**src/rtl/core/damped_fractional_comb_filter_defines.svh**
```systemverilog
// assertion macros for the damped fractional comb filter
// expects clk and rst_n in the scope of each use
`ifndef DAMPED_FRACTIONAL_COMB_FILTER_DEFINES_SVH
`define DAMPED_FRACTIONAL_COMB_FILTER_DEFINES_SVH

`ifndef NO_ASSERTIONS
`define DFCF_ASSERT(name, prop) \
    name: assert property (@(posedge clk) disable iff (!rst_n) (prop)) \
        else $error("dfcf assertion failed");
`define DFCF_ASSERT_NEXT(name, trig, expr) \
    name: assert property (@(posedge clk) disable iff (!rst_n) (trig) |=> (expr)) \
        else $error("dfcf assertion failed");
`else
`define DFCF_ASSERT(name, prop)
`define DFCF_ASSERT_NEXT(name, trig, expr)
`endif

`endif

```
**src/rtl/core/dfcf_pkg.sv**
```systemverilog
// shared types, constants, microcode table and arithmetic helpers
// for the damped fractional comb filter; no dependencies
package dfcf_pkg;

    localparam int DEPTH       = 4096;
    localparam int FRAC_BITS   = 8;
    localparam int SAMPLE_BITS = 24;

    localparam int ADDR_W   = $clog2(DEPTH);
    localparam int POS_W    = ADDR_W + FRAC_BITS;
    localparam int DELAY_W  = 20;
    localparam int GAIN_W   = 15;
    localparam int COEF_W   = 16;
    localparam int PROD_W   = SAMPLE_BITS + COEF_W + 1;
    localparam int ACC_W    = PROD_W + 1;
    localparam int CFG_IDX_W  = 2;
    localparam int CFG_DATA_W = 20;
    localparam int STEP_W   = 4;

    typedef logic signed [SAMPLE_BITS-1:0] sample_t;
    typedef logic signed [ACC_W-1:0]       acc_t;
    typedef logic [ADDR_W-1:0]             addr_t;
    typedef logic [FRAC_BITS-1:0]          frac_t;
    typedef logic [COEF_W-1:0]             coef_t;
    typedef logic [STEP_W-1:0]             step_t;

    localparam logic [CFG_IDX_W-1:0] REG_DELAY    = 2'd0;
    localparam logic [CFG_IDX_W-1:0] REG_FEEDBACK = 2'd1;
    localparam logic [CFG_IDX_W-1:0] REG_DAMPING  = 2'd2;

    localparam logic [DELAY_W-1:0] DELAY_RESET = DELAY_W'(25600);
    localparam logic [DELAY_W-1:0] DELAY_MIN   = DELAY_W'(1 << FRAC_BITS);
    localparam logic [DELAY_W-1:0] DELAY_MAX   = DELAY_W'((DEPTH - 2) << FRAC_BITS);
    localparam logic [GAIN_W-1:0]  FEEDBACK_MAX = GAIN_W'(32604);
    localparam logic [GAIN_W-1:0]  DAMPING_MAX  = GAIN_W'(32440);
    localparam coef_t FRAC_ONE = COEF_W'(1 << FRAC_BITS);
    localparam coef_t Q15_ONE  = COEF_W'(32768);

    localparam sample_t SAMPLE_MAX = sample_t'((64'sd1 <<< (SAMPLE_BITS - 1)) - 1);
    localparam sample_t SAMPLE_MIN = sample_t'(-(64'sd1 <<< (SAMPLE_BITS - 1)));

    typedef enum logic [1:0] {RD_NONE, RD_TAP0, RD_TAP1} rd_sel_t;
    typedef enum logic [1:0] {OPA_RDATA, OPA_TMP, OPA_LP} opa_sel_t;
    typedef enum logic [2:0] {OPB_NFRAC, OPB_FRAC, OPB_NDAMP, OPB_DAMP, OPB_FB} opb_sel_t;
    typedef enum logic [1:0] {ACC_HOLD, ACC_LOAD, ACC_ADD} acc_op_t;
    typedef enum logic [1:0] {COND_NEXT, COND_IN, COND_OUT} cond_t;

    typedef struct packed {
        rd_sel_t  rd;
        opa_sel_t opa;
        opb_sel_t opb;
        acc_op_t  acc_op;
        logic     tmp_ld;
        logic     lp_ld;
        logic     fin;
        cond_t    cond;
    } ctrl_t;

    typedef struct packed {
        logic in_valid;
        logic out_free;
    } stat_t;

    localparam step_t ST_WAIT    = 4'd0;
    localparam step_t ST_TAP1    = 4'd1;
    localparam step_t ST_TAP2    = 4'd2;
    localparam step_t ST_INTERP  = 4'd3;
    localparam step_t ST_DELAYED = 4'd4;
    localparam step_t ST_LP_A    = 4'd5;
    localparam step_t ST_LP_B    = 4'd6;
    localparam step_t ST_LP_SUM  = 4'd7;
    localparam step_t ST_LP_RND  = 4'd8;
    localparam step_t ST_GAIN    = 4'd9;
    localparam step_t ST_FINISH  = 4'd10;

    function automatic ctrl_t ucode(input step_t step);
        ctrl_t cw;
        cw = '{rd: RD_NONE, opa: OPA_RDATA, opb: OPB_FB, acc_op: ACC_HOLD,
               tmp_ld: 1'b0, lp_ld: 1'b0, fin: 1'b0, cond: COND_NEXT};
        case (step)
            ST_WAIT:
            begin
                cw.rd   = RD_TAP0;
                cw.cond = COND_IN;
            end
            ST_TAP1:
            begin
                cw.rd  = RD_TAP1;
                cw.opa = OPA_RDATA;
                cw.opb = OPB_NFRAC;
            end
            ST_TAP2:
            begin
                cw.opa    = OPA_RDATA;
                cw.opb    = OPB_FRAC;
                cw.acc_op = ACC_LOAD;
            end
            ST_INTERP:  cw.acc_op = ACC_ADD;
            ST_DELAYED: cw.tmp_ld = 1'b1;
            ST_LP_A:
            begin
                cw.opa = OPA_TMP;
                cw.opb = OPB_NDAMP;
            end
            ST_LP_B:
            begin
                cw.opa    = OPA_LP;
                cw.opb    = OPB_DAMP;
                cw.acc_op = ACC_LOAD;
            end
            ST_LP_SUM:  cw.acc_op = ACC_ADD;
            ST_LP_RND:  cw.lp_ld = 1'b1;
            ST_GAIN:
            begin
                cw.opa = OPA_LP;
                cw.opb = OPB_FB;
            end
            ST_FINISH:
            begin
                cw.opa  = OPA_LP;
                cw.opb  = OPB_FB;
                cw.fin  = 1'b1;
                cw.cond = COND_OUT;
            end
            default:    cw.cond = COND_OUT;
        endcase
        return cw;
    endfunction

    // add half an lsb, then arithmetic shift
    function automatic acc_t rnd_shift(input acc_t v, input int sh);
        acc_t half;
        half = acc_t'(1) <<< (sh - 1);
        return (v + half) >>> sh;
    endfunction

    function automatic sample_t sat_sample(input acc_t v);
        sample_t r;
        if (v > acc_t'(SAMPLE_MAX))
            r = SAMPLE_MAX;
        else if (v < acc_t'(SAMPLE_MIN))
            r = SAMPLE_MIN;
        else
            r = sample_t'(v);
        return r;
    endfunction

endpackage

```
**src/rtl/core/dfcf_seq.sv**
```systemverilog
// microcode sequencer: step counter, control rom lookup and jumps
// depends on dfcf_pkg and the assertion macro header
`include "damped_fractional_comb_filter_defines.svh"

module dfcf_seq (
    input  logic            clk,
    input  logic            rst_n,
    input  dfcf_pkg::stat_t st,
    output dfcf_pkg::ctrl_t ctrl
);

    dfcf_pkg::step_t step_reg;
    dfcf_pkg::step_t step_next;

    assign ctrl = dfcf_pkg::ucode(step_reg);

    always_comb
    begin
        case (ctrl.cond)
            dfcf_pkg::COND_IN:
                step_next = st.in_valid ? step_reg + dfcf_pkg::STEP_W'(1) : step_reg;
            dfcf_pkg::COND_OUT:
                step_next = st.out_free ? dfcf_pkg::ST_WAIT : step_reg;
            default:
                step_next = step_reg + dfcf_pkg::STEP_W'(1);
        endcase
    end

    always_ff @(posedge clk or negedge rst_n)
    begin
        if (!rst_n)
        begin
            step_reg <= dfcf_pkg::ST_WAIT;
        end
        else
        begin
            step_reg <= step_next;
        end
    end

    `DFCF_ASSERT(a_step_range, step_reg <= dfcf_pkg::ST_FINISH)
    `DFCF_ASSERT_NEXT(a_accept_starts, ctrl.cond == dfcf_pkg::COND_IN && st.in_valid, step_reg == dfcf_pkg::ST_TAP1)
    `DFCF_ASSERT_NEXT(a_finish_returns, ctrl.cond == dfcf_pkg::COND_OUT && st.out_free, step_reg == dfcf_pkg::ST_WAIT)

endmodule

```
**config.mk**
```make
export PLATFORM = sky130hd
export DESIGN_NAME = dfcf_seq
export DESIGN_NICKNAME = d
export VERILOG_FILES = /design/src/rtl/core/dfcf_pkg.sv /design/src/rtl/core/dfcf_seq.sv
export VERILOG_INCLUDE_DIRS = /design/src /design/src/rtl/core
export SDC_FILE = /design/constraint.sdc
export NUM_CORES = 1
export LEC_CHECK = 0
export ABC_CLOCK_PERIOD_IN_PS = 4290
export CORE_MARGIN = 2
export CORE_UTILIZATION = 30
export DETAILED_ROUTE_END_ITERATION = 8
export DONT_BUFFER_PORTS = 1
export GPL_ROUTABILITY_DRIVEN = 0
export GPL_TIMING_DRIVEN = 1
export PLACE_DENSITY = 0.44
export SLEW_MARGIN = 25
export SYNTH_ARGS = -nofsm -noshare
export SYNTH_HDL_FRONTEND = slang
export SYNTH_SLANG_ARGS = --single-unit
```
**constraint.sdc**
```tcl
create_clock -name clk -period 4.29 [get_ports clk]
set_input_delay 1.0725 -clock clk [delete_from_list [all_inputs] [get_ports clk]]
set_output_delay 1.0725 -clock clk [all_outputs]
set_load 0.005 [all_outputs]
```
# Word-level counts from Yosys, hierarchy flattened
# Cells that the tools add are included.
# word_totals
reg_bits,4
input_bits,4
word_cells,32
# op_classes
addsub,1
eq_ne,14
mux,10
reduce_logical,6
# op_table
op,count
$pmux W5 S5,1
$eq A4 B3 Y1 const B,4
$eq A4 B4 Y1 const B,3
$pmux W2 S2,3
$reduce_or A9 Y1,1
$eq A4 B2 Y1 const B,2
$mux W4,2
$pmux W4 S2,1
$reduce_or A2 Y1,3
$add A4 B1 Y4 const B,1
$eq A4 B1 Y1 const B,1
$logic_not A4 Y1,1
$ne A2 B2 Y1 const B,2
$mux W1,3
$eq A2 B1 Y1 const B,1
$eq A2 B2 Y1 const B,1
$reduce_and A2 Y1,1

# Logic depth before layout (Yosys ltp)
# depth
depth_word,6
ltp_mapped,5

# Worst setup path before layout
# Ideal clock, no wire load.
# synth_timing
path_kind,register -> output
start,register step_reg[0]
end,output port ctrl[1] (netlist bit)
arrival_ns,1.371
path_slack_ns,1.847
path_stages_with_launch,5
n_path_buf,0
cell_sequence,dfrtp_1 -> inv_1 -> ha_1 -> or4_4 -> nand2_1
# synth_rtl
item,line,source
"start, declared",dfcf_seq.sv:12,dfcf_pkg::step_t step_reg;
"start signal, assigned",dfcf_seq.sv:33,step_reg <= dfcf_pkg::ST_WAIT;
"start signal, assigned",dfcf_seq.sv:37,step_reg <= step_next;
"end, declared",dfcf_seq.sv:9,output dfcf_pkg::ctrl_t ctrl

==> metrics.csv <==
metric;value;unit
outcome;complete, no violations;
dieArea;1900;µm²
worst-setup-path-type;register to output port;
drtIter0Drc;5;
leakagePower;0.206;nW
dp_hpwl;704;µm
final_nets;60;
clk_path_buf_depth;2;
final_util;32.9;%
setup_viol;0;
rows;14;
fin_tns_setup;0;ns
ir_worst_vdd;0.267;mV
cts_hold_buffers;0;
grt_max_degree;22;
grt_use_total;11.0;%
synth_flop_cell;dfrtp_1;
placed_area;467;µm²
tightest_slew;0.639;ns
area_growth;3.99;%
cts_tree;yes;
rr_startpoint;step_reg[0];
required;3.22;ns
insertion_delay;0.23;ns
synth_edf_count;0;
largest_reg_flops;4;
layout_common_cells;4 x inv_1, 4 x nor3b_1, 4 x ha_1, 4 x dfrtp_1;
io-pin-count;18;
grt_setup_unrepaired;false;
ys_seq_elements;4;
ctsResizeCount;0;
drv_slew;0;
period_needed;2.78;ns
synth_top_family_by_area;simple AND/OR/NAND/NOR gates;
slew-limit-headroom;57.4;%
max_freq;360;MHz
synth-simple-area-share;36.2;%
synth_fp_nets;59;
antennaDiodeCount;0;
synthAdderAreaFrac;10.6;%
clk_pin_slew_worst_paths;0.04;ns
ys_types;30;
multi_input_area;332;µm²
dr.pass1.iters;2;
finalWorstSetupSlack;1.51;ns
io_buffer_count;0;
vias_per_cell;5.45;
syn_area;470;µm²
start_util;31.6;%
fp.dieH;43.6;µm
r2r-end;step_reg[3];
root_buffer;clkbuf_4;
core;1490;µm²
synth.avg_cell_area;9.22;µm²
preCtsSetupSlack;1.73;ns
cts.sinks;4;
htree_levels;1;
synth_compound_area_share;21.3;%
async_flop_share;100;%
worstPathArrival;1.70;ns
r2r_setup_slack;2.44;ns
vias;360;
crit_path_end_kind;output port;
drc_errors;0;
post_cts_buffers;0;
syn_inst;51;
hp-class;input port to async pin;
synth_xor_area_share;0;%
r2r_cells;5;
drv_cap;0;
ant_nets;0;
cts_made_buffers;3;
finalCritPeriodShare;64.7;%
start_kind;register;
skew;0.00286;ns
drive_gt1_share;20.0;%
synth_mux_area_share;2.39;%
yosys_warnings;0;
yosysSeqAreaShare;21.3;%
antenna_found_initial;0;
routed_wl;927;µm
power_density;808;nW/µm²
grt_first_pass_wirelength;1570;µm
seqCellArea;100;µm²
fillCellCount;166;
grt-ovfl-total;0;
wire_per_inst;14.0;µm
stdcell_area;489;µm²
grt_pass1_vias;350;
die_w;43.6;µm
finalHoldViolCount;0;
cp_max_fo;10;
==> worst max path at each step <==
stage / end / cells past startpoint / start
2_1_floorplan: ctrl[1] / 4 / step_reg[0]
5_1_grt: ctrl[1] / 4 / step_reg[0]
4_1_cts: ctrl[1] / 4 / step_reg[0]
3_3_place_gp: ctrl[1] / 4 / step_reg[0]
6_report: ctrl[1] / 4 / step_reg[0]
3_5_place_dp: ctrl[1] / 4 / step_reg[0]
==> worst max-delay path: stages, from the launching register on <==
cell and delay, ns:
dfrtp_1 0.41, inv_1 0.11, ha_1 0.31, or4_4 0.55, nand2_1 0.09
==> kinds of logic after synthesis <==
family / after synthesis
simple gates: 22
compound gates: 12
buf+inv: 8
fa+ha+maj: 4
flops: 4
mux: 1
==> report_power, final <==
part           internal, mW  switching, mW
sequential           0.0555         0.0497
clock                0.0312         0.0134
combinational         0.120          0.125
==> through the flow <==
stage | power (mW) | hold WS, ns | cells
3_3_place_gp | 0.354 | 0.622 | 63
5_1_grt | 0.440 | 0.521 | 66
2_1_floorplan | 0.325 | 0.594 | 51
6_report | 0.395 | 0.538 | 66
4_1_cts | 0.404 | 0.526 | 66
3_5_place_dp | 0.356 | 0.631 | 63
==> routing by layer <==
| metal | global-route usage, % | share of wire [%] | up-vias |
|---|---|---|---|
| li1 | - | - | 184 |
| met5 | 0 | 0 | - |
| met2 | 15.6 | 42 | 14 |
| met4 | 5.45 | 0 | 0 |
| met3 | 4.58 | 12 | 0 |
| met1 | 14.4 | 47 | 162 |
==> synthesized netlist by cell type, types with 2 or more instances <==
| cell type | instances | area (µm²) |
|---|---|---|
| inv_1 | 4 | 15.0 |
| and3b_2 | 2 | 20.0 |
| nor3b_1 | 4 | 30.0 |
| and3b_1 | 2 | 17.5 |
| buf_4 | 2 | 15.0 |
| ha_1 | 4 | 50.1 |
| nor2b_1 | 3 | 18.8 |
| nand2_1 | 3 | 11.3 |
| dfrtp_1 | 4 | 100 |
| nor2_1 | 3 | 11.3 |
==> final cells by class <==
cell class | count | share of cell area [%]
Multi-Input combinational cell | 39 | 67.8
Sequential cell | 4 | 20.5
Clock buffer | 3 | 4.60
Tap cell | 16 | 4.09
Inverter | 4 | 3.07
(Power assumes the default switching activity.)
