`config.mk`:
```
export PLATFORM = sky130hd
export DESIGN_NAME = dfcf_dpath_flat
export DESIGN_NICKNAME = d
export VERILOG_FILES = /design/src/rtl/core/dfcf_pkg.sv /design/src/rtl/core/dfcf_if.sv /design/src/rtl/core/dfcf_dpath.sv /design/src/flat_wrapper.sv
export VERILOG_INCLUDE_DIRS = /design/src /design/src/rtl/core
export SDC_FILE = /design/constraint.sdc
export NUM_CORES = 2
export LEC_CHECK = 0
export BUFFER_PORTS_ARGS = -buffer_cell sky130_fd_sc_hd__buf_2
export CORE_AREA = 10 10 249 251
export CTS_CLUSTER_SIZE = 10
export DETAILED_ROUTE_END_ITERATION = 16
export DIE_AREA = 0 0 259 261
export GPL_TIMING_DRIVEN = 1
export PLACE_DENSITY = 0.78
export REMOVE_ABC_BUFFERS = 1
export SYNTH_ARGS = -nofsm -noshare
export SYNTH_HDL_FRONTEND = slang
export SYNTH_SLANG_ARGS = --single-unit
```
`constraint.sdc`:
```
create_clock -name clk -period 22.9 [get_ports clk]
set_input_delay 1.145 -clock clk [delete_from_list [all_inputs] [get_ports clk]]
set_output_delay 1.145 -clock clk [all_outputs]
set_load 0.005 [all_outputs]
```
`src/rtl/core/damped_fractional_comb_filter_defines.svh`:
```
// assertion macros for the damped fractional comb filter
// expects clk and rst_n in the scope of each use
`ifndef DAMPED_FRACTIONAL_COMB_FILTER_DEFINES_SVH
`define DAMPED_FRACTIONAL_COMB_FILTER_DEFINES_SVH

`ifndef NO_ASSERTIONS
`define DFCF_ASSERT(name, prop) \
    name: assert property (@(posedge clk) disable iff (!rst_n) (prop)) \
        else $error("dfcf assertion failed");
`define DFCF_ASSERT_NEXT(name, trig, expr) \
    name: assert property (@(posedge clk) disable iff (!rst_n) (trig) |=> (expr)) \
        else $error("dfcf assertion failed");
`else
`define DFCF_ASSERT(name, prop)
`define DFCF_ASSERT_NEXT(name, trig, expr)
`endif

`endif

```
`src/rtl/core/dfcf_pkg.sv`:
```
// shared types, constants, microcode table and arithmetic helpers
// for the damped fractional comb filter; no dependencies
package dfcf_pkg;

    localparam int DEPTH       = 4096;
    localparam int FRAC_BITS   = 8;
    localparam int SAMPLE_BITS = 24;

    localparam int ADDR_W   = $clog2(DEPTH);
    localparam int POS_W    = ADDR_W + FRAC_BITS;
    localparam int DELAY_W  = 20;
    localparam int GAIN_W   = 15;
    localparam int COEF_W   = 16;
    localparam int PROD_W   = SAMPLE_BITS + COEF_W + 1;
    localparam int ACC_W    = PROD_W + 1;
    localparam int CFG_IDX_W  = 2;
    localparam int CFG_DATA_W = 20;
    localparam int STEP_W   = 4;

    typedef logic signed [SAMPLE_BITS-1:0] sample_t;
    typedef logic signed [ACC_W-1:0]       acc_t;
    typedef logic [ADDR_W-1:0]             addr_t;
    typedef logic [FRAC_BITS-1:0]          frac_t;
    typedef logic [COEF_W-1:0]             coef_t;
    typedef logic [STEP_W-1:0]             step_t;

    localparam logic [CFG_IDX_W-1:0] REG_DELAY    = 2'd0;
    localparam logic [CFG_IDX_W-1:0] REG_FEEDBACK = 2'd1;
    localparam logic [CFG_IDX_W-1:0] REG_DAMPING  = 2'd2;

    localparam logic [DELAY_W-1:0] DELAY_RESET = DELAY_W'(25600);
    localparam logic [DELAY_W-1:0] DELAY_MIN   = DELAY_W'(1 << FRAC_BITS);
    localparam logic [DELAY_W-1:0] DELAY_MAX   = DELAY_W'((DEPTH - 2) << FRAC_BITS);
    localparam logic [GAIN_W-1:0]  FEEDBACK_MAX = GAIN_W'(32604);
    localparam logic [GAIN_W-1:0]  DAMPING_MAX  = GAIN_W'(32440);
    localparam coef_t FRAC_ONE = COEF_W'(1 << FRAC_BITS);
    localparam coef_t Q15_ONE  = COEF_W'(32768);

    localparam sample_t SAMPLE_MAX = sample_t'((64'sd1 <<< (SAMPLE_BITS - 1)) - 1);
    localparam sample_t SAMPLE_MIN = sample_t'(-(64'sd1 <<< (SAMPLE_BITS - 1)));

    typedef enum logic [1:0] {RD_NONE, RD_TAP0, RD_TAP1} rd_sel_t;
    typedef enum logic [1:0] {OPA_RDATA, OPA_TMP, OPA_LP} opa_sel_t;
    typedef enum logic [2:0] {OPB_NFRAC, OPB_FRAC, OPB_NDAMP, OPB_DAMP, OPB_FB} opb_sel_t;
    typedef enum logic [1:0] {ACC_HOLD, ACC_LOAD, ACC_ADD} acc_op_t;
    typedef enum logic [1:0] {COND_NEXT, COND_IN, COND_OUT} cond_t;

    typedef struct packed {
        rd_sel_t  rd;
        opa_sel_t opa;
        opb_sel_t opb;
        acc_op_t  acc_op;
        logic     tmp_ld;
        logic     lp_ld;
        logic     fin;
        cond_t    cond;
    } ctrl_t;

    typedef struct packed {
        logic in_valid;
        logic out_free;
    } stat_t;

    localparam step_t ST_WAIT    = 4'd0;
    localparam step_t ST_TAP1    = 4'd1;
    localparam step_t ST_TAP2    = 4'd2;
    localparam step_t ST_INTERP  = 4'd3;
    localparam step_t ST_DELAYED = 4'd4;
    localparam step_t ST_LP_A    = 4'd5;
    localparam step_t ST_LP_B    = 4'd6;
    localparam step_t ST_LP_SUM  = 4'd7;
    localparam step_t ST_LP_RND  = 4'd8;
    localparam step_t ST_GAIN    = 4'd9;
    localparam step_t ST_FINISH  = 4'd10;

    function automatic ctrl_t ucode(input step_t step);
        ctrl_t cw;
        cw = '{rd: RD_NONE, opa: OPA_RDATA, opb: OPB_FB, acc_op: ACC_HOLD,
               tmp_ld: 1'b0, lp_ld: 1'b0, fin: 1'b0, cond: COND_NEXT};
        case (step)
            ST_WAIT:
            begin
                cw.rd   = RD_TAP0;
                cw.cond = COND_IN;
            end
            ST_TAP1:
            begin
                cw.rd  = RD_TAP1;
                cw.opa = OPA_RDATA;
                cw.opb = OPB_NFRAC;
            end
            ST_TAP2:
            begin
                cw.opa    = OPA_RDATA;
                cw.opb    = OPB_FRAC;
                cw.acc_op = ACC_LOAD;
            end
            ST_INTERP:  cw.acc_op = ACC_ADD;
            ST_DELAYED: cw.tmp_ld = 1'b1;
            ST_LP_A:
            begin
                cw.opa = OPA_TMP;
                cw.opb = OPB_NDAMP;
            end
            ST_LP_B:
            begin
                cw.opa    = OPA_LP;
                cw.opb    = OPB_DAMP;
                cw.acc_op = ACC_LOAD;
            end
            ST_LP_SUM:  cw.acc_op = ACC_ADD;
            ST_LP_RND:  cw.lp_ld = 1'b1;
            ST_GAIN:
            begin
                cw.opa = OPA_LP;
                cw.opb = OPB_FB;
            end
            ST_FINISH:
            begin
                cw.opa  = OPA_LP;
                cw.opb  = OPB_FB;
                cw.fin  = 1'b1;
                cw.cond = COND_OUT;
            end
            default:    cw.cond = COND_OUT;
        endcase
        return cw;
    endfunction

    // add half an lsb, then arithmetic shift
    function automatic acc_t rnd_shift(input acc_t v, input int sh);
        acc_t half;
        half = acc_t'(1) <<< (sh - 1);
        return (v + half) >>> sh;
    endfunction

    function automatic sample_t sat_sample(input acc_t v);
        sample_t r;
        if (v > acc_t'(SAMPLE_MAX))
            r = SAMPLE_MAX;
        else if (v < acc_t'(SAMPLE_MIN))
            r = SAMPLE_MIN;
        else
            r = sample_t'(v);
        return r;
    endfunction

endpackage

```
`src/rtl/core/dfcf_if.sv`:
```
// sample, result and configuration channel interfaces
// depends on dfcf_pkg for field widths
interface dfcf_in_if;
    logic                    valid;
    logic                    ready;
    dfcf_pkg::sample_t       sample_in;
    logic                    block_end;
    modport source (output valid, sample_in, block_end, input ready);
    modport sink (input valid, sample_in, block_end, output ready);
endinterface

interface dfcf_out_if;
    logic                    valid;
    logic                    ready;
    dfcf_pkg::sample_t       sample_out;
    logic                    block_end_out;
    modport source (output valid, sample_out, block_end_out, input ready);
    modport sink (input valid, sample_out, block_end_out, output ready);
endinterface

interface dfcf_cfg_if;
    logic                               valid;
    logic                               ready;
    logic [dfcf_pkg::CFG_IDX_W-1:0]     index;
    logic [dfcf_pkg::CFG_DATA_W-1:0]    data;
    modport source (output valid, index, data, input ready);
    modport sink (input valid, index, data, output ready);
endinterface

```
`src/rtl/core/dfcf_dpath.sv`:
```
// datapath: config registers, tap addressing, shared multiplier,
// accumulator, lowpass state and output register; depends on dfcf_pkg
`include "damped_fractional_comb_filter_defines.svh"

module dfcf_dpath (
    input  logic                       clk,
    input  logic                       rst_n,
    input  dfcf_pkg::ctrl_t            ctrl,
    output dfcf_pkg::stat_t            st,
    dfcf_in_if.sink                    samples,
    dfcf_out_if.source                 results,
    dfcf_cfg_if.sink                   cfg,
    output logic                       ram_we,
    output dfcf_pkg::addr_t            ram_waddr,
    output logic [dfcf_pkg::SAMPLE_BITS-1:0] ram_wdata,
    output dfcf_pkg::addr_t            ram_raddr,
    input  logic [dfcf_pkg::SAMPLE_BITS-1:0] ram_rdata
);

    logic [dfcf_pkg::DELAY_W-1:0] delay_reg;
    logic [dfcf_pkg::GAIN_W-1:0]  fb_reg;
    logic [dfcf_pkg::GAIN_W-1:0]  damp_reg;

    dfcf_pkg::addr_t   wp_reg;
    dfcf_pkg::addr_t   wp_next;
    logic              filled_reg;
    logic              rvalid_reg;
    logic              rvalid_next;
    dfcf_pkg::sample_t lp_reg;
    logic              out_valid_reg;

    dfcf_pkg::sample_t x_reg;
    logic              end_reg;
    dfcf_pkg::addr_t   tap1_reg;
    dfcf_pkg::frac_t   frac_reg;
    logic signed [dfcf_pkg::PROD_W-1:0] prod_reg;
    dfcf_pkg::acc_t    acc_reg;
    dfcf_pkg::sample_t tmp_reg;
    dfcf_pkg::sample_t out_sample_reg;
    logic              out_end_reg;

    logic [dfcf_pkg::DELAY_W-1:0] delay_cl;
    logic [dfcf_pkg::GAIN_W-1:0]  fb_cl;
    logic [dfcf_pkg::GAIN_W-1:0]  damp_cl;
    logic [dfcf_pkg::POS_W-1:0]   pos;
    dfcf_pkg::addr_t   tap0;
    logic              accept;
    logic              fire;
    dfcf_pkg::sample_t op_a;
    dfcf_pkg::coef_t   op_b;
    dfcf_pkg::acc_t    prod_ext;
    dfcf_pkg::sample_t y;

    assign cfg.ready     = 1'b1;
    assign samples.ready = (ctrl.cond == dfcf_pkg::COND_IN);
    assign accept        = samples.valid && samples.ready;
    assign st.in_valid   = samples.valid;
    assign st.out_free   = !out_valid_reg || results.ready;
    assign fire          = ctrl.fin && st.out_free;

    // clamp the registers as they are used
    always_comb
    begin
        if (delay_reg < dfcf_pkg::DELAY_MIN)
            delay_cl = dfcf_pkg::DELAY_MIN;
        else if (delay_reg > dfcf_pkg::DELAY_MAX)
            delay_cl = dfcf_pkg::DELAY_MAX;
        else
            delay_cl = delay_reg;
        fb_cl   = (fb_reg > dfcf_pkg::FEEDBACK_MAX) ? dfcf_pkg::FEEDBACK_MAX : fb_reg;
        damp_cl = (damp_reg > dfcf_pkg::DAMPING_MAX) ? dfcf_pkg::DAMPING_MAX : damp_reg;
    end

    // read position wraps naturally in the address plus fraction width
    assign pos  = {wp_reg, dfcf_pkg::FRAC_BITS'(0)} - dfcf_pkg::POS_W'(delay_cl);
    assign tap0 = pos[dfcf_pkg::POS_W-1:dfcf_pkg::FRAC_BITS];

    // entries not yet written since reset read as zero
    always_comb
    begin
        case (ctrl.rd)
            dfcf_pkg::RD_TAP0:
            begin
                ram_raddr   = tap0;
                rvalid_next = filled_reg || (tap0 < wp_reg);
            end
            dfcf_pkg::RD_TAP1:
            begin
                ram_raddr   = tap1_reg;
                rvalid_next = filled_reg || (tap1_reg < wp_reg);
            end
            default:
            begin
                ram_raddr   = tap1_reg;
                rvalid_next = 1'b0;
            end
        endcase
    end

    always_comb
    begin
        case (ctrl.opa)
            dfcf_pkg::OPA_RDATA: op_a = rvalid_reg ? $signed(ram_rdata) : '0;
            dfcf_pkg::OPA_TMP:   op_a = tmp_reg;
            dfcf_pkg::OPA_LP:    op_a = lp_reg;
            default:             op_a = '0;
        endcase
        case (ctrl.opb)
            dfcf_pkg::OPB_NFRAC: op_b = dfcf_pkg::FRAC_ONE - dfcf_pkg::COEF_W'(frac_reg);
            dfcf_pkg::OPB_FRAC:  op_b = dfcf_pkg::COEF_W'(frac_reg);
            dfcf_pkg::OPB_NDAMP: op_b = dfcf_pkg::Q15_ONE - dfcf_pkg::COEF_W'(damp_cl);
            dfcf_pkg::OPB_DAMP:  op_b = dfcf_pkg::COEF_W'(damp_cl);
            dfcf_pkg::OPB_FB:    op_b = dfcf_pkg::COEF_W'(fb_cl);
            default:             op_b = '0;
        endcase
    end

    assign prod_ext = dfcf_pkg::acc_t'(prod_reg);
    assign y = dfcf_pkg::sat_sample(dfcf_pkg::acc_t'(x_reg) + dfcf_pkg::rnd_shift(prod_ext, 15));

    assign wp_next   = fire ? wp_reg + dfcf_pkg::ADDR_W'(1) : wp_reg;
    assign ram_we    = fire;
    assign ram_waddr = wp_reg;
    assign ram_wdata = y;

    always_ff @(posedge clk or negedge rst_n)
    begin
        if (!rst_n)
        begin
            delay_reg     <= dfcf_pkg::DELAY_RESET;
            fb_reg        <= '0;
            damp_reg      <= '0;
            wp_reg        <= '0;
            filled_reg    <= 1'b0;
            rvalid_reg    <= 1'b0;
            lp_reg        <= '0;
            out_valid_reg <= 1'b0;
        end
        else
        begin
            if (cfg.valid)
            begin
                case (cfg.index)
                    dfcf_pkg::REG_DELAY:    delay_reg <= cfg.data[dfcf_pkg::DELAY_W-1:0];
                    dfcf_pkg::REG_FEEDBACK: fb_reg <= cfg.data[dfcf_pkg::GAIN_W-1:0];
                    dfcf_pkg::REG_DAMPING:  damp_reg <= cfg.data[dfcf_pkg::GAIN_W-1:0];
                    default:                delay_reg <= delay_reg;
                endcase
            end
            rvalid_reg <= rvalid_next;
            wp_reg     <= wp_next;
            if (fire && (wp_reg == dfcf_pkg::addr_t'(dfcf_pkg::DEPTH - 1)))
            begin
                filled_reg <= 1'b1;
            end
            if (ctrl.lp_ld)
            begin
                lp_reg <= dfcf_pkg::sat_sample(dfcf_pkg::rnd_shift(acc_reg, 15));
            end
            if (fire)
            begin
                out_valid_reg <= 1'b1;
            end
            else if (results.ready)
            begin
                out_valid_reg <= 1'b0;
            end
        end
    end

    always_ff @(posedge clk)
    begin
        if (accept)
        begin
            x_reg    <= samples.sample_in;
            end_reg  <= samples.block_end;
            tap1_reg <= tap0 + dfcf_pkg::ADDR_W'(1);
            frac_reg <= pos[dfcf_pkg::FRAC_BITS-1:0];
        end
        prod_reg <= $signed(op_a) * $signed({1'b0, op_b});
        case (ctrl.acc_op)
            dfcf_pkg::ACC_LOAD: acc_reg <= prod_ext;
            dfcf_pkg::ACC_ADD:  acc_reg <= acc_reg + prod_ext;
            default:            acc_reg <= acc_reg;
        endcase
        if (ctrl.tmp_ld)
        begin
            tmp_reg <= dfcf_pkg::sat_sample(dfcf_pkg::rnd_shift(acc_reg, dfcf_pkg::FRAC_BITS));
        end
        if (fire)
        begin
            out_sample_reg <= y;
            out_end_reg    <= end_reg;
        end
    end

    assign results.valid         = out_valid_reg;
    assign results.sample_out    = out_sample_reg;
    assign results.block_end_out = out_end_reg;

    `DFCF_ASSERT_NEXT(a_write_loads_out, ram_we, out_valid_reg)
    `DFCF_ASSERT_NEXT(a_write_moves_ptr, ram_we, wp_reg == $past(wp_reg) + dfcf_pkg::ADDR_W'(1))
    `DFCF_ASSERT_NEXT(a_ptr_holds, !ram_we, $stable(wp_reg))
    `DFCF_ASSERT_NEXT(a_filled_sticks, filled_reg, filled_reg)

endmodule

```
`src/flat_wrapper.sv`:
```
// flat-port wrapper written by rule: the top's interface ports become plain ports
module dfcf_dpath_flat 
  (clk, rst_n, ctrl, st, ram_we, ram_waddr, ram_wdata, ram_raddr, ram_rdata, samples_valid, samples_sample_in, samples_block_end, samples_ready, results_valid, results_sample_out, results_block_end_out, results_ready, cfg_valid, cfg_index, cfg_data, cfg_ready);
  dfcf_in_if samples_i ();
  dfcf_out_if results_i ();
  dfcf_cfg_if cfg_i ();
  input  logic clk;
  input  logic rst_n;
  input  dfcf_pkg::ctrl_t ctrl;
  output dfcf_pkg::stat_t st;
  output logic ram_we;
  output dfcf_pkg::addr_t ram_waddr;
  output logic [dfcf_pkg::SAMPLE_BITS-1:0] ram_wdata;
  output dfcf_pkg::addr_t ram_raddr;
  input  logic [dfcf_pkg::SAMPLE_BITS-1:0] ram_rdata;
  input wire logic [$bits(samples_i.valid)-1:0] samples_valid;
  input wire logic [$bits(samples_i.sample_in)-1:0] samples_sample_in;
  input wire logic [$bits(samples_i.block_end)-1:0] samples_block_end;
  output wire logic [$bits(samples_i.ready)-1:0] samples_ready;
  output wire logic [$bits(results_i.valid)-1:0] results_valid;
  output wire logic [$bits(results_i.sample_out)-1:0] results_sample_out;
  output wire logic [$bits(results_i.block_end_out)-1:0] results_block_end_out;
  input wire logic [$bits(results_i.ready)-1:0] results_ready;
  input wire logic [$bits(cfg_i.valid)-1:0] cfg_valid;
  input wire logic [$bits(cfg_i.index)-1:0] cfg_index;
  input wire logic [$bits(cfg_i.data)-1:0] cfg_data;
  output wire logic [$bits(cfg_i.ready)-1:0] cfg_ready;
  assign samples_i.valid = samples_valid;
  assign samples_i.sample_in = samples_sample_in;
  assign samples_i.block_end = samples_block_end;
  assign samples_ready = samples_i.ready;
  assign results_valid = results_i.valid;
  assign results_sample_out = results_i.sample_out;
  assign results_block_end_out = results_i.block_end_out;
  assign results_i.ready = results_ready;
  assign cfg_i.valid = cfg_valid;
  assign cfg_i.index = cfg_index;
  assign cfg_i.data = cfg_data;
  assign cfg_ready = cfg_i.ready;
  dfcf_dpath u_core (.clk(clk), .rst_n(rst_n), .ctrl(ctrl), .st(st), .samples(samples_i), .results(results_i), .cfg(cfg_i), .ram_we(ram_we), .ram_waddr(ram_waddr), .ram_wdata(ram_wdata), .ram_raddr(ram_raddr), .ram_rdata(ram_rdata));
endmodule
```
* Word level (Yosys, flattened, before mapping)
Cells that the tools add are included.
** Cells by class
- $add $sub $neg :: 10
- Multiply operators :: 1
- Order comparisons :: 12
- Eq/ne operators :: 14
- Multiplexer cells :: 17
- Reduce and logical (&&, ||, !) cells :: 15
** Operator list (number)
- 2-to-1 mux 24 bit :: 6
- one-hot mux 42 bit (2 select lines) :: 1
- one-hot mux 16 bit (5 select lines) :: 1
- one-hot mux 24 bit (3 select lines) :: 1
- adder 41 x 16 -> 42 bit (second input constant) :: 1
- adder 42 x 16 -> 42 bit (second input constant) :: 1
- adder 42 x 41 -> 42 bit :: 1
- adder 42 x 9 -> 42 bit (second input constant) :: 1
- greater-than comparator 42 x 24 -> 1 bit (second input constant) :: 1
- < comparator 42 x 24 -> 1 bit (second input constant) :: 1
- multiplier 24 x 17 -> 41 bit :: 1
- 2-to-1 mux 20 bit :: 2
- greater-than comparator 34 x 24 -> 1 bit (second input constant) :: 1
- < comparator 34 x 24 -> 1 bit (second input constant) :: 1
- greater-than comparator 15 bit (second input constant) :: 2
- 2-to-1 mux 15 bit :: 2
- adder 24 x 27 -> 28 bit :: 1
- greater-than comparator 27 x 24 -> 1 bit (second input constant) :: 1
- < comparator 27 x 24 -> 1 bit (second input constant) :: 1
- adder 12 x 1 -> 12 bit (second input constant) :: 2
- < comparator 12 bit :: 2
- greater-than comparator 20 bit (second input constant) :: 1
- < comparator 20 x 9 -> 1 bit (second input constant) :: 1
- subtractor 20 bit :: 1
- other kinds (18) :: 35
** Storage, ports and cells
- Register bits :: 266
- Input bits :: 90
- Output and inout port bits :: 79

* Depth between registers and ports, before layout
- Word-level depth :: 7
- Gate-level depth with buffers :: 40

* Least setup slack after synthesis
Ideal clock, no wire load.
- Path type :: flip-flop to flip-flop
- Start point :: register u_core.damp_reg[1] in the netlist's numbering
- End point :: register u_core.prod_reg[32] in the netlist's numbering
- Arrival :: 8.636 ns
- Data required time :: 22.828 ns
- Slack :: 14.192 ns
- Stages on the path, launching flop included :: 39
- Cell sequence :: dfrtp_1 or3_1 a41o_1 a21oi_1 or2_2 clkbuf_1 nand2_1 ha_1 nand2_1 nor2_1 o211ai_1 or3_1 nor3_1 nor3_1 a21oi_1 o21ai_0 buf_2 nand2_1 (+3 left out) fa_1 fa_1 fa_1 inv_1 fa_1 inv_1 ha_1 clkbuf_1 o21a_1 o211ai_1 o2bb2ai_1 nor2_1 a211oi_1 a21oi_1 or2_2 or4_1 a31oi_1 xnor2_1
** On the way
- Word-level cells in the longest chain between the ends :: 5
** RTL lines
- from (decl) :: line dfcf_dpath.sv:22 : logic [dfcf_pkg::GAIN_W-1:0] damp_reg;
- from (signal assigned) :: line dfcf_dpath.sv:146 : dfcf_pkg::REG_DAMPING: damp_reg <= cfg.data[dfcf_pkg::GAIN_W-1:0];
- greater-than comparator 15 bit :: line dfcf_dpath.sv:71 : damp_cl = (damp_reg > dfcf_pkg::DAMPING_MAX) ? dfcf_pkg::DAMPING_MAX : damp_reg;
- 2-to-1 mux 15 bit * :: line dfcf_dpath.sv:71
- subtractor 16 x 15 -> 16 bit :: line dfcf_dpath.sv:111 : dfcf_pkg::OPB_NDAMP: op_b = dfcf_pkg::Q15_ONE - dfcf_pkg::COEF_W'(damp_cl);
- one-hot mux 16 bit (5 select lines) * :: line dfcf_dpath.sv:108 : case (ctrl.opb)
- multiplier 24 x 17 -> 41 bit * :: line dfcf_dpath.sv:180 : prod_reg <= $signed(op_a) * $signed({1'b0, op_b});
- to (signal assigned) :: line dfcf_dpath.sv:180
- to (decl) :: line dfcf_dpath.sv:36 : logic signed [dfcf_pkg::PROD_W-1:0] prod_reg;
Every way passes the cells marked *; elsewhere a longest branch is shown, timed or not.
A chain may end at the register's enable or synchronous reset.

* Worst setup path in the final report
- Start point :: register u_core.damp_reg[13] in the netlist's numbering
- End point :: register u_core.prod_reg[32] in the netlist's numbering
Same word-level chain as after synthesis.

==> flow_metrics.py <==
metrics = {
    "critical_path": {
        "cpPeakStageDelay_ns": 0.89,
        "start_kind": "flop",
        "crit_path_end_kind": "flop",
        "cpMostUsedCell": "fa_1",
        "critPathCapture": "u_core.prod_reg[32]$_DFF_P_",
        "cp_data_arrival_time_ns": 10.13,
        "critPathRequiredTime_ns": 23.40,
        "rr_startpoint": "u_core.damp_reg[13]$_DFFE_PN0P_",
        "r2r_slack_ns": 13.27,
        "slowest_stage": "o21a_1",
        "r2r_cells": 33,
        "reg2reg_to": "u_core.prod_reg[32]$_DFF_P_",
        "startpoint": "u_core.damp_reg[13]$_DFFE_PN0P_",
        "criticalPathCategory": "reg -> reg",
        "critPathMaxFanout": 25,
    },
    "cells_and_area": {
        "post-route-cell-area_um2": 33500,
        "post-route-util_pct": 58.6,
        "drive_gt1_share_pct": 10.3,
        "instances_no_fill": 4283,
        "nets": 4180,
        "area_growth_pct": 7.75,
        "diodes": 0,
        "largest_register_ffs": 42,
    },
    "clocking": {
        "postCtsHoldBufs": 0,
        "clk_latency_ns": 0.57,
        "clock_sinks": 266,
        "cts_tree": "built",
        "clockRootBuffer": "clkbuf_16",
        "clkTransAtPathRegs_ns": 0.06,
        "cts.repair.resized": 0,
        "clk_path_buf_depth": 3,
        "cts-buffers-inserted": 31,
        "post-cts-setup-buffers": 0,
        "htreeDepth": 1,
    },
    "place": {
        "portBuffers": 167,
        "dpl.hpwl_um": 64400,
        "dp_slack_ns": 13.44,
        "dp_cells": 4230,
        "gp_congestion": 0.965,
        "post_dp_cell_area_um2": 32600,
    },
    "run": {
        "drv_cap": 0,
    },
    "detailed_routing": {
        "avgRoutedWirePerCell_um": 18.8,
        "wl_um": 80700,
        "dr_total_vias": 24667,
        "avgViaCountPerCell": 5.76,
        "drc": 0,
        "first_iter_violations": 2199,
        "first_pass_iters": 6,
        "ant_nets": 0,
    },
    "yosys": {
        "synth.most_common_cell": "inv_1",
        "synthCells": 3396,
        "synth_ff_type": "edfxtp_1",
        "ys_seq_area_share_pct": 22.9,
        "synth_warnings": 0,
        "synth_area_um2": 31100,
        "yosys.area.top_type": "fa_1",
        "syn_area_per_cell_um2": 9.16,
        "postSynth.asyncResetShare_pct": 33.5,
        "yosys-top-cells-count": "536 x inv_1, 379 x fa_1, 338 x nand2_1",
        "yosys_register_bits": 266,
        "yosysTopAreaCellShare_pct": 24.4,
        "synth-edff-count": 136,
        "yosys-top-cells-area": "fa_1 24%, edfxtp_1 13%, ha_1 8.6%",
        "yosysUniqueCellTypes": 87,
    },
    "power": {
        "pwr_density_cell_nw_per_um2": 155,
        "peakVddDrop_mv": 0.125,
        "p_total_mw": 5.19,
        "leakagePower_nw": 15.4,
    },
    "global_route": {
        "grt_antenna_before_repair": 3,
        "grt_max_degree": 74,
        "grt_overflow": 0,
        "grt_pass1_wl_um": 131000,
        "grt_usage_pct": 23.9,
        "grt_pass1_vias": 24662,
    },
    "timing": {
        "setup-tns-final_ns": 0,
        "slew_headroom_pct": 11.4,
        "hold_slack_ns": 0.418,
        "period_needed_ns": 9.63,
        "fin_worst_skew_ns": 0.0165,
        "fmax_ghz": 0.104,
        "drv_slew": 0,
        "min_period_over_period_pct": 42.1,
        "rsz0062_at_grt": "false",
        "setup-violations-final": 0,
        "setup_ws_ns": 13.27,
        "worstMarginPinSlew_ns": 1.33,
        "hold_violations": 0,
    },
    "die": {
        "rows": 88,
        "dieHeight_um": 261,
        "die_x_um": 259,
        "fp.coreArea_um2": 57100,
        "io_pins": 169,
        "start_util_pct": 54.4,
        "dieArea_um2": 67600,
    },
    "min_path": {
        "hp-class": "reg -> reg",
    },
    "status": {
        "status": "finished, final reports clean",
    },
}
## layout by cell type, fill, tap and decap left out, types with 9 or more instances in the layout
cell / synthesis / layout
nor3_1: 43 / 43
buf_4: 4 / 25
a211oi_1: 11 / 11
o31ai_1: 10 / 9
a31o_2: 9 / 9
o21ai_0: 134 / 129
o21a_1: 17 / 17
fa_1: 379 / 379
a21oi_1: 169 / 169
nor4_1: 9 / 9
or3_1: 16 / 16
o211ai_1: 18 / 18
a22oi_1: 20 / 20
buf_2: 13 / 166
o22a_1: 24 / 24
clkbuf_16: 0 / 31
dfrtp_1: 86 / 86
ha_1: 213 / 212
nand2_1: 338 / 338
nor2b_1: 20 / 20
a21o_1: 68 / 68
mux2_2: 85 / 85
nand4_1: 36 / 36
clkbuf_1: 91 / 19
inv_1: 536 / 536
dfxtp_1: 41 / 41
o21bai_1: 13 / 12
nand2b_1: 24 / 24
nand3_1: 65 / 65
xnor2_1: 144 / 144
edfxtp_1: 136 / 136
and2_1: 50 / 49
nor2_1: 314 / 313
a31oi_1: 16 / 16
xor2_1: 79 / 79
o21ai_1: 11 / 14
and3_1: 28 / 28
## kinds of logic (layout without fill, tap and decap cells)
kind of cell / after synthesis / in the layout / share of synthesized area [%]
xor gates and xnor gates: 223 / 223 / 6.28
other: 1 / 1 / 0.0121
buffers and inverters: 658 / 780 / 8.10
AOI/OAI and AO/OA: 586 / 586 / 12.2
DFF: 266 / 266 / 22.9
muxes: 88 / 88 / 3.17
and+or+nand+nor: 982 / 982 / 14.4
adders and majority gates: 592 / 592 / 33.0
## critical path: cells and delay by family, from the launching register on
family,cells,cell delay (ns)
DFF,1,0.44
xor gates and xnor gates,1,0.13
adders and majority gates,8,3.69
and+or+nand+nor,14,2.88
AOI/OAI and AO/OA,8,2.28
buffers and inverters,2,0.11
## metal layers
metal  part of all wire [%]  vias to the layer above  track usage, %
li1                       -                    11358               -
met1                     41                    12129            31.3
met2                     48                      964            39.5
met3                    7.5                      212            3.73
met4                    4.1                        4            8.81
met5                  0.027                        -               0
## cell type report
class | instances | area, µm²
Clock buffer | 52 | 875
Clock inverter | 1 | 8.76
Fill cell | 4910 | 23600
Inverter | 536 | 2010
Multi-Input combinational cell | 2472 | 21500
Sequential cell | 266 | 7140
Tap cell | 765 | 957
Timing Repair Buffer | 191 | 1020
## power breakdown
group / switching (mW) / internal, mW / total (mW)
Clock: 0.192 / 0.256 / 0.448
Sequential: 0.202 / 0.747 / 0.949
Combinational: 2.24 / 1.56 / 3.80
Total: 2.63 / 2.56 / 5.19
## worst min path at each step
stage                                   startpoint                                      to  slack (ns)  cells past startpoint
after floorplan           u_core.end_reg$_DFFE_PP_  u_core.results.block_end_out$_DFFE_PP_        0.40                      0
after global placement    u_core.end_reg$_DFFE_PP_  u_core.results.block_end_out$_DFFE_PP_        0.40                      0
after detailed placement  u_core.end_reg$_DFFE_PP_  u_core.results.block_end_out$_DFFE_PP_        0.41                      0
after CTS                                    rst_n            u_core.fb_reg[9]$_DFFE_PN0P_        0.42                      1
after global routing                         rst_n            u_core.fb_reg[9]$_DFFE_PN0P_        0.43                      1
final                     u_core.end_reg$_DFFE_PP_  u_core.results.block_end_out$_DFFE_PP_        0.42                      0
No activity file was read; power rests on OpenSTA's default activity.
